$ cat config.mk
export PLATFORM = sky130hd
export DESIGN_NAME = bpe_pretokenizer_splitter
export DESIGN_NICKNAME = d
export VERILOG_FILES = /design/src/rtl/bps_pkg.sv /design/src/rtl/bps_front.sv /design/src/rtl/bps_back.sv /design/src/rtl/bpe_pretokenizer_splitter.sv
export SDC_FILE = /design/constraint.sdc
export NUM_CORES = 1
export LEC_CHECK = 0
export ABC_AREA = 1
export CAP_MARGIN = 20
export CELL_PAD_IN_SITES_DETAIL_PLACEMENT = 0
export CELL_PAD_IN_SITES_GLOBAL_PLACEMENT = 1
export CORE_ASPECT_RATIO = 2
export CORE_MARGIN = 8
export CORE_UTILIZATION = 46
export CTS_BUF_LIST = sky130_fd_sc_hd__clkbuf_4 sky130_fd_sc_hd__clkbuf_8
export CTS_CLUSTER_DIAMETER = 60
export DETAILED_ROUTE_END_ITERATION = 12
export DONT_BUFFER_PORTS = 1
export GPL_TIMING_DRIVEN = 0
export PLACE_DENSITY_LB_ADDON = 0.1
export SKIP_LAST_GASP = 1
export SYNTH_ARGS = -nofsm -noshare
export SYNTH_HDL_FRONTEND = slang
export SYNTH_SLANG_ARGS = --single-unit
$ cat constraint.sdc
create_clock -name clk_i -period 2.9 [get_ports clk_i]
set_input_delay 0.145 -clock clk_i [delete_from_list [all_inputs] [get_ports clk_i]]
set_output_delay 0.145 -clock clk_i [all_outputs]
set_load 0.005 [all_outputs]
$ cat src/rtl/bps_pkg.sv
package bps_pkg;

  localparam int unsigned LaDepth = 4;
  localparam int unsigned CntW = $clog2(LaDepth + 1);
  localparam int unsigned QDepth = 2;

  localparam logic [2:0] DgmReset = 3'd3;

  typedef enum logic [2:0] {
    KIND_NONE     = 3'd0,
    KIND_FIXED    = 3'd1,
    KIND_LETTER   = 3'd2,
    KIND_DIGIT    = 3'd3,
    KIND_NEWLINE  = 3'd4,
    KIND_PUNCT    = 3'd5,
    KIND_PUNCT_NL = 3'd6,
    KIND_SPACE    = 3'd7
  } kind_e;

  typedef enum logic [2:0] {
    CLS_NL  = 3'd0,
    CLS_SP  = 3'd1,
    CLS_DIG = 3'd2,
    CLS_LET = 3'd3,
    CLS_PUN = 3'd4
  } cls_e;

  // byte plus its precomputed attributes
  typedef struct packed {
    logic [7:0] data;
    cls_e       cls;
    logic       apos;
    logic       space;
    logic       fix1;
    logic       is_r;
    logic       is_v;
    logic       is_l;
    logic       is_e;
    logic [1:0] need;
  } lab_t;

  typedef struct packed {
    lab_t lb;
    logic eot;
  } qent_t;

  typedef struct packed {
    logic [CntW-1:0] cnt;
    logic            flushing;
    kind_e           kind;
    logic [1:0]      swallow;
  } bstat_t;

  function automatic lab_t classify(logic [7:0] b);
    lab_t       r;
    logic [7:0] fb;
    fb = (b >= 8'h41 && b <= 8'h5A) ? (b | 8'h20) : b;
    r.data = b;
    if (b == 8'h0A || b == 8'h0D) begin
      r.cls = CLS_NL;
    end else if (b == 8'h20 || b == 8'h09) begin
      r.cls = CLS_SP;
    end else if (b >= 8'h30 && b <= 8'h39) begin
      r.cls = CLS_DIG;
    end else if ((fb >= 8'h61 && fb <= 8'h7A) || b >= 8'h80) begin
      r.cls = CLS_LET;
    end else begin
      r.cls = CLS_PUN;
    end
    r.apos  = (b == 8'h27);
    r.space = (b == 8'h20);
    r.fix1  = (fb == 8'h73) || (fb == 8'h74) || (fb == 8'h6D) || (fb == 8'h64);
    r.is_r  = (fb == 8'h72);
    r.is_v  = (fb == 8'h76);
    r.is_l  = (fb == 8'h6C);
    r.is_e  = (fb == 8'h65);
    if (b < 8'h80) begin
      r.need = 2'd0;
    end else if (b < 8'hE0) begin
      r.need = 2'd1;
    end else if (b < 8'hF0) begin
      r.need = 2'd2;
    end else begin
      r.need = 2'd3;
    end
    return r;
  endfunction

endpackage

$ cat src/rtl/bps_front.sv
module bps_front (
  input  logic          clk_i,
  input  logic          rst_ni,
  input  logic          in_valid_i,
  output logic          in_stall_o,
  input  logic [7:0]    text_byte_i,
  input  logic          end_of_text_i,
  output logic          head_valid_o,
  output bps_pkg::qent_t head_o,
  input  logic          pop_i
);
  import bps_pkg::*;

  localparam int unsigned PtrW = $clog2(QDepth);
  localparam int unsigned FillW = $clog2(QDepth + 1);

  qent_t            mem_q [QDepth];
  logic [PtrW-1:0]  wr_ptr_q, wr_ptr_d;
  logic [PtrW-1:0]  rd_ptr_q, rd_ptr_d;
  logic [FillW-1:0] fill_q, fill_d;
  logic             push;
  logic             pop;

  assign in_stall_o   = (fill_q == FillW'(QDepth));
  assign push         = in_valid_i && !in_stall_o;
  assign head_valid_o = (fill_q != '0);
  assign pop          = pop_i && head_valid_o;
  assign head_o       = mem_q[rd_ptr_q];

  always_comb begin
    wr_ptr_d = push ? PtrW'((32'(wr_ptr_q) + 1) % QDepth) : wr_ptr_q;
    rd_ptr_d = pop ? PtrW'((32'(rd_ptr_q) + 1) % QDepth) : rd_ptr_q;
    fill_d   = fill_q + FillW'(push) - FillW'(pop);
  end

  always_ff @(posedge clk_i or negedge rst_ni) begin
    if (!rst_ni) begin
      wr_ptr_q <= '0;
      rd_ptr_q <= '0;
      fill_q   <= '0;
    end else begin
      wr_ptr_q <= wr_ptr_d;
      rd_ptr_q <= rd_ptr_d;
      fill_q   <= fill_d;
    end
  end

  always_ff @(posedge clk_i) begin
    if (push) begin
      mem_q[wr_ptr_q] <= '{lb: classify(text_byte_i), eot: end_of_text_i};
    end
  end

endmodule

$ cat src/rtl/bps_back.sv
module bps_back (
  input  logic           clk_i,
  input  logic           rst_ni,
  input  logic           head_valid_i,
  input  bps_pkg::qent_t head_i,
  output logic           pop_o,
  input  logic [2:0]     dgm_i,
  output logic           out_valid_o,
  input  logic           out_stall_i,
  output logic [7:0]     out_byte_o,
  output logic           piece_start_o,
  output logic           last_byte_o,
  output bps_pkg::bstat_t status_o
);
  import bps_pkg::*;

  lab_t            hb_q [LaDepth];
  lab_t            hb_d [LaDepth];
  lab_t            win  [LaDepth];
  logic [CntW-1:0] cnt_q, cnt_d;
  logic            end_q, end_d;
  kind_e           kind_q, kind_d;
  logic [2:0]      dc_q, dc_d;
  logic [1:0]      sw_q, sw_d;

  logic            out_valid_q;
  logic [7:0]      out_byte_q;
  logic            start_q;
  logic            last_q;

  logic            take;
  logic [CntW-1:0] wcnt;
  logic [CntW-1:0] la;
  logic            wend;
  logic            slot_free;
  logic            ok;
  logic            cont;
  logic            lead;
  logic            start;
  logic            fire;
  logic            flush_done;
  logic [2:0]      lim;
  kind_e           kind_n;
  logic [2:0]      dc_n;
  logic [1:0]      sw_n;
  lab_t            b, n1, n2;

  assign slot_free = !out_valid_q || !out_stall_i;

  always_comb begin
    take = head_valid_i && (cnt_q < CntW'(LaDepth)) && !end_q;
    wcnt = cnt_q + CntW'(take);
    wend = take ? head_i.eot : end_q;
    la   = wcnt - CntW'(1);
    for (int i = 0; i < LaDepth; i++) begin
      win[i] = (CntW'(i) < cnt_q) ? hb_q[i] : head_i.lb;
    end
    b   = win[0];
    n1  = win[1];
    n2  = win[2];
    lim = (dgm_i == 3'd0) ? 3'd1 : dgm_i;

    ok     = 1'b1;
    cont   = 1'b0;
    lead   = 1'b0;
    start  = 1'b0;
    kind_n = kind_q;
    dc_n   = dc_q;
    sw_n   = sw_q;

    if (sw_q != 2'd0) begin
      sw_n = sw_q - 2'd1;
    end else begin
      case (kind_q)
        KIND_LETTER:   cont = (b.cls == CLS_LET);
        KIND_DIGIT:    cont = (b.cls == CLS_DIG) && (dc_q < lim);
        KIND_NEWLINE:  cont = (b.cls == CLS_NL) || (b.cls == CLS_SP);
        KIND_PUNCT:    cont = (b.cls == CLS_PUN) || (b.cls == CLS_NL);
        KIND_PUNCT_NL: cont = (b.cls == CLS_NL);
        KIND_SPACE:    cont = (b.cls == CLS_SP);
        default:       cont = 1'b0;
      endcase
      if (cont) begin
        if (kind_q == KIND_LETTER) begin
          lead = 1'b1;
        end else if (kind_q == KIND_DIGIT) begin
          dc_n = dc_q + 3'd1;
        end else if (kind_q == KIND_PUNCT && b.cls == CLS_NL) begin
          kind_n = KIND_PUNCT_NL;
        end
      end else begin
        start = 1'b1;
        dc_n  = 3'd0;
        if (b.apos) begin
          kind_n = KIND_PUNCT;
          if (la == CntW'(0)) begin
            if (!wend) ok = 1'b0;
          end else if (n1.fix1) begin
            kind_n = KIND_FIXED;
            sw_n   = 2'd1;
          end else if (n1.is_r || n1.is_v || n1.is_l) begin
            if (la == CntW'(1)) begin
              if (!wend) ok = 1'b0;
            end else if ((n1.is_r && n2.is_e) || (n1.is_v && n2.is_e) ||
                         (n1.is_l && n2.is_l)) begin
              kind_n = KIND_FIXED;
              sw_n   = 2'd2;
            end
          end
        end else if (b.space) begin
          kind_n = KIND_SPACE;
          if (la == CntW'(0)) begin
            if (!wend) ok = 1'b0;
          end else if (n1.cls == CLS_LET) begin
            kind_n = KIND_LETTER;
          end else if (n1.cls == CLS_PUN) begin
            kind_n = KIND_PUNCT;
          end
        end else begin
          case (b.cls)
            CLS_LET: begin
              kind_n = KIND_LETTER;
              lead   = 1'b1;
            end
            CLS_DIG: begin
              kind_n = KIND_DIGIT;
              dc_n   = 3'd1;
            end
            CLS_NL:  kind_n = KIND_NEWLINE;
            CLS_PUN: kind_n = KIND_PUNCT;
            default: kind_n = KIND_SPACE;
          endcase
        end
      end
      if (lead && b.need != 2'd0) begin
        if (CntW'(b.need) > la) begin
          if (!wend) ok = 1'b0;
        end else begin
          sw_n = b.need;
        end
      end
    end

    fire       = ok && (wcnt != '0) && slot_free;
    flush_done = fire && wend && (wcnt == CntW'(1));

    for (int i = 0; i < LaDepth - 1; i++) begin
      hb_d[i] = fire ? win[i+1] : win[i];
    end
    hb_d[LaDepth-1] = win[LaDepth-1];

    cnt_d  = fire ? wcnt - CntW'(1) : wcnt;
    end_d  = wend;
    kind_d = kind_q;
    dc_d   = dc_q;
    sw_d   = sw_q;
    if (flush_done) begin
      end_d  = 1'b0;
      kind_d = KIND_NONE;
      dc_d   = 3'd0;
      sw_d   = 2'd0;
    end else if (fire) begin
      kind_d = kind_n;
      dc_d   = dc_n;
      sw_d   = sw_n;
    end
  end

  assign pop_o = take;

  always_ff @(posedge clk_i or negedge rst_ni) begin
    if (!rst_ni) begin
      cnt_q       <= '0;
      end_q       <= 1'b0;
      kind_q      <= KIND_NONE;
      dc_q        <= 3'd0;
      sw_q        <= 2'd0;
      out_valid_q <= 1'b0;
    end else begin
      cnt_q  <= cnt_d;
      end_q  <= end_d;
      kind_q <= kind_d;
      dc_q   <= dc_d;
      sw_q   <= sw_d;
      if (slot_free) begin
        out_valid_q <= fire;
      end
    end
  end

  always_ff @(posedge clk_i) begin
    hb_q <= hb_d;
    if (fire) begin
      out_byte_q <= b.data;
      start_q    <= start;
      last_q     <= wend && (wcnt == CntW'(1));
    end
  end

  assign out_valid_o   = out_valid_q;
  assign out_byte_o    = out_byte_q;
  assign piece_start_o = start_q;
  assign last_byte_o   = last_q;
  assign status_o      = '{cnt: cnt_q, flushing: end_q, kind: kind_q, swallow: sw_q};

endmodule

$ cat src/rtl/bpe_pretokenizer_splitter.sv
// Channel  Direction  Handshake             Payload
// in       input      in_valid_i/in_stall_o  text_byte_i, end_of_text_i
// out      output     out_valid_o/out_stall_i out_byte_o, piece_start_o, last_byte_o
// cfg      input      cfg_we_i              cfg_wdata_i (digit group limit)
//
// Sustains one byte per cycle unless the output stalls or a byte awaits lookahead; the
// back end takes and decides one byte per cycle. A byte waits for up to three following
// bytes (apostrophe contractions, a space ahead of a piece, a multi-byte lead).
// A request with end_of_text drains held bytes one per cycle unless the output stalls.
// Reset: run state empty, digit group limit 3. Input and output stall independently
// through a two-entry request queue and an output register.
module bpe_pretokenizer_splitter (
  input  logic       clk_i,
  input  logic       rst_ni,
  input  logic       in_valid_i,
  output logic       in_stall_o,
  input  logic [7:0] text_byte_i,
  input  logic       end_of_text_i,
  output logic       out_valid_o,
  input  logic       out_stall_i,
  output logic [7:0] out_byte_o,
  output logic       piece_start_o,
  output logic       last_byte_o,
  input  logic       cfg_we_i,
  input  logic [2:0] cfg_wdata_i
);
  import bps_pkg::*;

  logic [2:0] dgm_val_q;
  logic       head_valid;
  qent_t      head;
  logic       pop;
  bstat_t     bstat;

  always_ff @(posedge clk_i or negedge rst_ni) begin
    if (!rst_ni) begin
      dgm_val_q <= DgmReset;
    end else if (cfg_we_i) begin
      dgm_val_q <= cfg_wdata_i;
    end
  end

  bps_front u_front (
    .clk_i        (clk_i),
    .rst_ni       (rst_ni),
    .in_valid_i   (in_valid_i),
    .in_stall_o   (in_stall_o),
    .text_byte_i  (text_byte_i),
    .end_of_text_i(end_of_text_i),
    .head_valid_o (head_valid),
    .head_o       (head),
    .pop_i        (pop)
  );

  bps_back u_back (
    .clk_i        (clk_i),
    .rst_ni       (rst_ni),
    .head_valid_i (head_valid),
    .head_i       (head),
    .pop_o        (pop),
    .dgm_i        (dgm_val_q),
    .out_valid_o  (out_valid_o),
    .out_stall_i  (out_stall_i),
    .out_byte_o   (out_byte_o),
    .piece_start_o(piece_start_o),
    .last_byte_o  (last_byte_o),
    .status_o     (bstat)
  );

  a_cnt_bound: assert property (@(posedge clk_i) disable iff (!rst_ni)
    bstat.cnt <= CntW'(LaDepth))
    else $error("lookahead overfilled");

  a_flush_holds: assert property (@(posedge clk_i) disable iff (!rst_ni)
    bstat.flushing |-> bstat.cnt != '0)
    else $error("segment end pending with empty lookahead");

  a_swallow_kind: assert property (@(posedge clk_i) disable iff (!rst_ni)
    bstat.swallow != 2'd0 |-> (bstat.kind == KIND_LETTER || bstat.kind == KIND_FIXED))
    else $error("swallow outside letter or contraction");

  a_pop_room: assert property (@(posedge clk_i) disable iff (!rst_ni)
    pop |-> head_valid && bstat.cnt != CntW'(LaDepth) && !bstat.flushing)
    else $error("queue pop without room");

endmodule
## After elaboration in Yosys (flattened, before gate mapping)

Memories as Yosys holds them, arrays and structs flattened.
Cells that the tools add are included.

- Register bits: 105
- Bits in writable memories: 42
- Input port bits: 17
- Logic and storage cells: 236
- Memories: 1

- Add/subtract/negate cells: 8
- Order comparisons: 17
- Equal/unequal tests: 33
- Muxes and demuxes: 84
- Reductions and logical operators: 45

Memory list:

| name | depth | bits a word | rd ports | clocked after memory_dff | write ports | RTL line | text |
|---|---|---|---|---|---|---|---|
| u_front.mem_q | 2 | 21 | 1 | 0 | 1 | bps_front.sv:17 | `qent_t mem_q [QDepth];` |

Operator list:

| operator | number |
|---|---|
| two-way mux 20 bit | 7 |
| two-way mux 3 bit | 31 |
| equality test 8 x 7 -> 1 bit (second input constant) | 8 |
| two-way mux 2 bit | 16 |
| two-way mux 1 bit | 27 |
| equality test 8 x 4 -> 1 bit (second input constant) | 3 |
| < comparator 8 bit (second input constant) | 3 |
| equality test 3 bit (second input constant) | 6 |
| logical AND 1 bit | 18 |
| equality test 8 x 6 -> 1 bit (second input constant) | 2 |
| >= comparator 8 x 7 -> 1 bit (second input constant) | 2 |
| <= comparator 8 x 7 -> 1 bit (second input constant) | 2 |
| equality test 3 x 2 -> 1 bit (second input constant) | 5 |
| logical OR 1 bit | 13 |
| inequality test 3 x 2 -> 1 bit (second input constant) | 4 |
| one-hot mux 3 bit (4 select lines) | 1 |
| equality test 3 x 1 -> 1 bit (second input constant) | 3 |
| zero test 3 bit | 3 |
| >= comparator 8 x 6 -> 1 bit (second input constant) | 1 |
| >= comparator 8 bit (second input constant) | 1 |
| <= comparator 8 x 6 -> 1 bit (second input constant) | 1 |
| nonzero test 2 bit | 4 |
| < comparator 1 x 3 -> 1 bit (first input constant) | 2 |
| < comparator 2 x 3 -> 1 bit (first input constant) | 2 |
| other kinds (18) | 22 |

## Depth between registers and ports, before layout

- Depth in word-level cells: 22
- Mapped depth: 24
- Mapped depth without buffers: 23

## By module

Synthesis repeated with hierarchy kept, for this count alone.

- Cells, all modules: 807
- Area total of the unflattened synthesis: 6731.5 um^2

By module, submodules not included:

| module | times used | cells each | area each (um^2) | seq. area each (um^2) |
|---|---|---|---|---|
| bps_back | 1 | 601 | 4546.9 | 2107.0 |
| bps_front | 1 | 193 | 2069.5 | 1361.3 |
| bpe_pretokenizer_splitter | 1 | 13 | 115.1 | 77.6 |

## Least setup slack after synthesis

Ideal clock, no wire load.

- Path type: reg-to-reg
- Start: reg u_back.cnt_q[2]
- End: reg u_back.last_q (netlist: u_back.last_byte_o) (enable)
- Setup time: 0.314 ns
- Arrival: 2.814 ns
- Setup slack: -0.228 ns
- Cell stages (with the launch flop): 23
- Buffers on the path: 3
- Path through: dfrtp_1 buf_6 a21oi_1 nand2_1 inv_1 ha_1 ha_1 inv_1 ha_1 inv_1 ha_1 inv_1 o21bai_1 and3_1 inv_1 nor2_1 nand4_1 nand2_1 nand2_2 nand3_2 buf_6 inv_4 buf_4

- Longest elaborated chain between the ends: 18
- Elaborated cells on any way between the ends: 48
- Classes of those cells: add/sub: 2; order compare: 4; eq/ne: 5; mux: 23; reduce/logical: 14

Ends and longest elaborated chain:

| what | RTL line | text |
|---|---|---|
| start: declaration | bps_back.sv:20 | `logic [CntW-1:0] cnt_q, cnt_d;` |
| start signal: assignment | bps_back.sv:180 | `cnt_q <= cnt_d;` |
| < comparator 3 bit | bps_back.sv:51 | `take = head_valid_i && (cnt_q < CntW'(LaDepth)) && !end_q;` |
| logical AND 1 bit (2 in a row) | bps_back.sv:51 |  |
| adder 3 x 1 -> 3 bit | bps_back.sv:52 | `wcnt = cnt_q + CntW'(take);` |
| subtractor 3 x 1 -> 3 bit | bps_back.sv:54 | `la = wcnt - CntW'(1);` |
| equality test 3 x 1 -> 1 bit | bps_back.sv:102 | `if (la == CntW'(1)) begin` |
| two-way mux 1 bit | bps_back.sv:102 |  |
| two-way mux 1 bit | bps_back.sv:101 | `end else if (n1.is_r \|\| n1.is_v \|\| n1.is_l) begin` |
| two-way mux 1 bit | bps_back.sv:98 | `end else if (n1.fix1) begin` |
| two-way mux 1 bit | bps_back.sv:96 | `if (la == CntW'(0)) begin` |
| two-way mux 1 bit | bps_back.sv:94 | `if (b.apos) begin` |
| two-way mux 1 bit | bps_back.sv:83 | `if (cont) begin` |
| two-way mux 1 bit | bps_back.sv:137 | `if (!wend) ok = 1'b0;` |
| two-way mux 1 bit | bps_back.sv:136 | `if (CntW'(b.need) > la) begin` |
| two-way mux 1 bit | bps_back.sv:135 | `if (lead && b.need != 2'd0) begin` |
| two-way mux 1 bit | bps_back.sv:71 | `if (sw_q != 2'd0) begin` |
| logical AND 1 bit (*) (2 in a row) | bps_back.sv:144 | `fire = ok && (wcnt != '0) && slot_free;` |
| via u_back.fire | bps_back.sv:40 | `logic fire;` |
| end signal: assignment | bps_back.sv:196 | `last_q <= wend && (wcnt == CntW'(1));` |
| end: declaration | bps_back.sv:29 | `logic last_q;` |

The timed path passes the listed nets; every way through them passes the cells marked *. The select of a mux whose other input is x is not followed.
A chain may end at the register's enable or synchronous reset.

==> results.toml <==
[worst_setup_path]
critPathLaunchType = "flip-flop"
cp.required_ns = 3.25
timing.reg2reg.setup_slack_ns = -0.30
critical_path.max_fanout = 5
arrival_ns = 3.55
end_kind = "flip-flop"
worstSetupPathType = "reg2reg"

[synth]
yosys_warnings = 0
ys_seq_area_frac = 0.5365
ys.flop_type = "dfxtp_1"
yosys.cell_count.top_type = "nand2_1"
synth_edf_count = 52
syn-num-nets = 790
syn_avg_cell_area_um2 = 8.707
syn_area_um2 = 6609
synth_area_leader_cell = "edfxtp_1"
synth_top_area_frac = 0.2363
synth.top_cells.by_area = "edfxtp_1, dfxtp_1, nand2_1"
ys_seq_elements = 146
synth_common_cells = "nand2_1, o21ai_0, dfxtp_1"
syn_inst = 759
synth_cell_types = 46
synthArstFlopShare = 0.1370

[global_route]
busiest_layer = "met2"
grt_max_degree = 21
grt_antenna_before_repair = 0
grt_pass1_wl_um = 26770
grt_pass1_vias = 5132
grt.overflow.total = 0
grtUsageMet1 = 0.2234
grtUsageMet2 = 0.3276
grt_use_met3 = 0.02810
grt.total_usage = 0.1880

[sta]
post-route-min-period_ns = 3.199
setup_slack_ns = -0.2989
fin_tns_setup_ns = -15.86
timing.hold.ws_ns = 0.01470
slew_viol_final = 0
finalCritPeriodShare = 1.103
finalHoldViolations = 0
finalSetupViolCount = 77
rsz0062_at_grt = "true"
fmax_mhz = 312.6
worstMarginPinSlew_ns = 0.7378
slew_headroom = 0.5029
clock-skew-final_ns = 0.01786

[layout]
nets = 857
final_area_um2 = 8158
drive_gt1_frac = 0.1895
area_growth_syn_to_layout_pct = 23.44
antenna_cells = 0

[flow_run]
cap_viol_max_count = 0

[outcome]
violations = "negative setup slack"
status = "finished with violations"

[routing]
vias = 5250
antenna_left = 0
wl_um = 16960
viasPerCell = 5.092
drt-initial-drc-count = 248
wl_per_cell_um = 16.45
drc = 0
drt_first_pass_iters = 5

[die]
die-width_um = 100.8
dieArea_um2 = 18690
rows = 62
ios = 29
core_area_um2 = 14200
die_y_um = 185.5
start_util = 0.4655

[cts]
clkSinkCount = 146
cts_made_buffers = 17
path_clk_slew_ns = 0.09
cts.path.max_buffers = 2
clock-root-buffer = "clkbuf_8"
cts_tree = "yes"
h-tree-depth = 4
clk_latency_ns = 0.45

[placed_design]
globalplace.congestion = 0.8105
numPortBuffers = 0
place_area_um2 = 6948
pre_cts_slack_ns = -0.7283
hpwl_um = 11400

[worst_hold_path]
hold_class = "in2async"
-- worst max-delay path, stage by stage (launching register included) --
cell and delay [ns]:
dfrtp_1 0.38, buf_12 0.13, a21oi_4 0.03, nand2_2 0.08, inv_2 0.05, ha_4 0.15
ha_4 0.27, inv_4 0.04, ha_4 0.26, inv_4 0.04, ha_4 0.25, inv_2 0.03
o21bai_1 0.12, and3_1 0.19, inv_1 0.05, nor2_2 0.10, nand4_1 0.08, nand2_1 0.10
nand2_2 0.08, nand3_4 0.11, buf_12 0.15, buf_4 0.14, buf_16 0.11, nand2_1 0.06
o21ai_0 0.10
-- worst paths after layout --
check | startpoint | endpoint | depth (start not counted)
worst max-delay path | u_back.cnt_q[2] | u_back.hb_q[43] | 24
worst min-delay path | rst_ni | u_back.kind_q[1] | 1
worst max register to register | u_back.cnt_q[2] | u_back.hb_q[43] | 24
worst min register to register | u_back.hb_q[8] | u_back.hb_q[8] | 2
max in group asynchronous | rst_ni | dgm_val_q[0] | 2
min in group clk_i | text_byte_i[5] | u_front.mem_q[0][9] | 2
-- routing by layer --
layer  vias up  routed length, um
met5         -                  0
met4         0                438
met3        21                486
met2        92               8773
met1      2455               7259
li1       2682                  -
-- cell families (layout without fill, tap and decap cells) --
kind of cell,Yosys count,in the layout,synth area share
and+or+nand+nor,312,312,0.2050
AOI/OAI and AO/OA,167,167,0.1365
DFF,146,146,0.5365
buffers and inverters,101,181,0.06778
adders and majority gates,14,14,0.02651
muxes,13,13,0.01969
xor gates and xnor gates,6,6,0.007951
-- stage by stage --
| stage | util | cells |
|---|---|---|
| 6_report | 0.5747 | 1031 |
| 5_1_grt | 0.5747 | 1031 |
| 3_5_place_dp | 0.4894 | 953 |
| 2_1_floorplan | - | 759 |
| 3_3_place_gp | 0.4870 | 951 |
| 4_1_cts | 0.5511 | 1023 |
-- sequential cells by signal, summed over array words and instances, names as in the netlist --
name	count
u_back.end_q	1
u_back.cnt_q	3
u_back.piece_start_o	1
dgm_val_q	3
u_back.last_byte_o	1
u_back.sw_q	2
u_front.mem_q	42
u_back.dc_q	3
u_front.rd_ptr_q	1
u_front.wr_ptr_q	1
u_back.kind_q	3
u_back.out_byte_o	8
u_front.fill_q	2
u_back.hb_q	74
u_back.out_valid_o	1
-- timing repair --
action | CTS | global route
gates cloned | 2 | 4
endpoints found under the setup margin | 77 | 79
endpoints found under the hold margin | 46 | 0
pin swaps | 6 | 12
hold buffers | 15 | 0
resized for setup | 31 | 66
setup buffers | 21 | 10
-- final cells by class --
cell class              count  area (um^2)
plain buffers              27        286.5
multi-input cells         512         2815
clock inverters            14        161.4
well taps                 192        240.2
flip-flops and latches    146         3547
fillers                  1301         6038
clock buffers              18        241.5
repair buffers             49        569.3
inverters                  73        296.5
-- cell usage in the layout (no fill, tap or decap), drive strengths merged, types with 2 or more instances in the layout --
cell type,count
dfstp,2
o22ai,2
dfrtp,18
dfxtp,74
inv,83
xnor2,2
dlygate4sd3,15
nor2,47
a31oi,9
buf,47
nand4,11
a21oi,6
clkbuf,32
or2,11
o21ai,139
nand3,28
o211ai,2
clkinv,3
mux2i,13
ha,14
nand2,206
edfxtp,52
xor2,4
o31ai,2
nor3,7
Power is not shown: default switching activity piles up to over one toggle a cycle in this logic, so the estimate is an artifact.
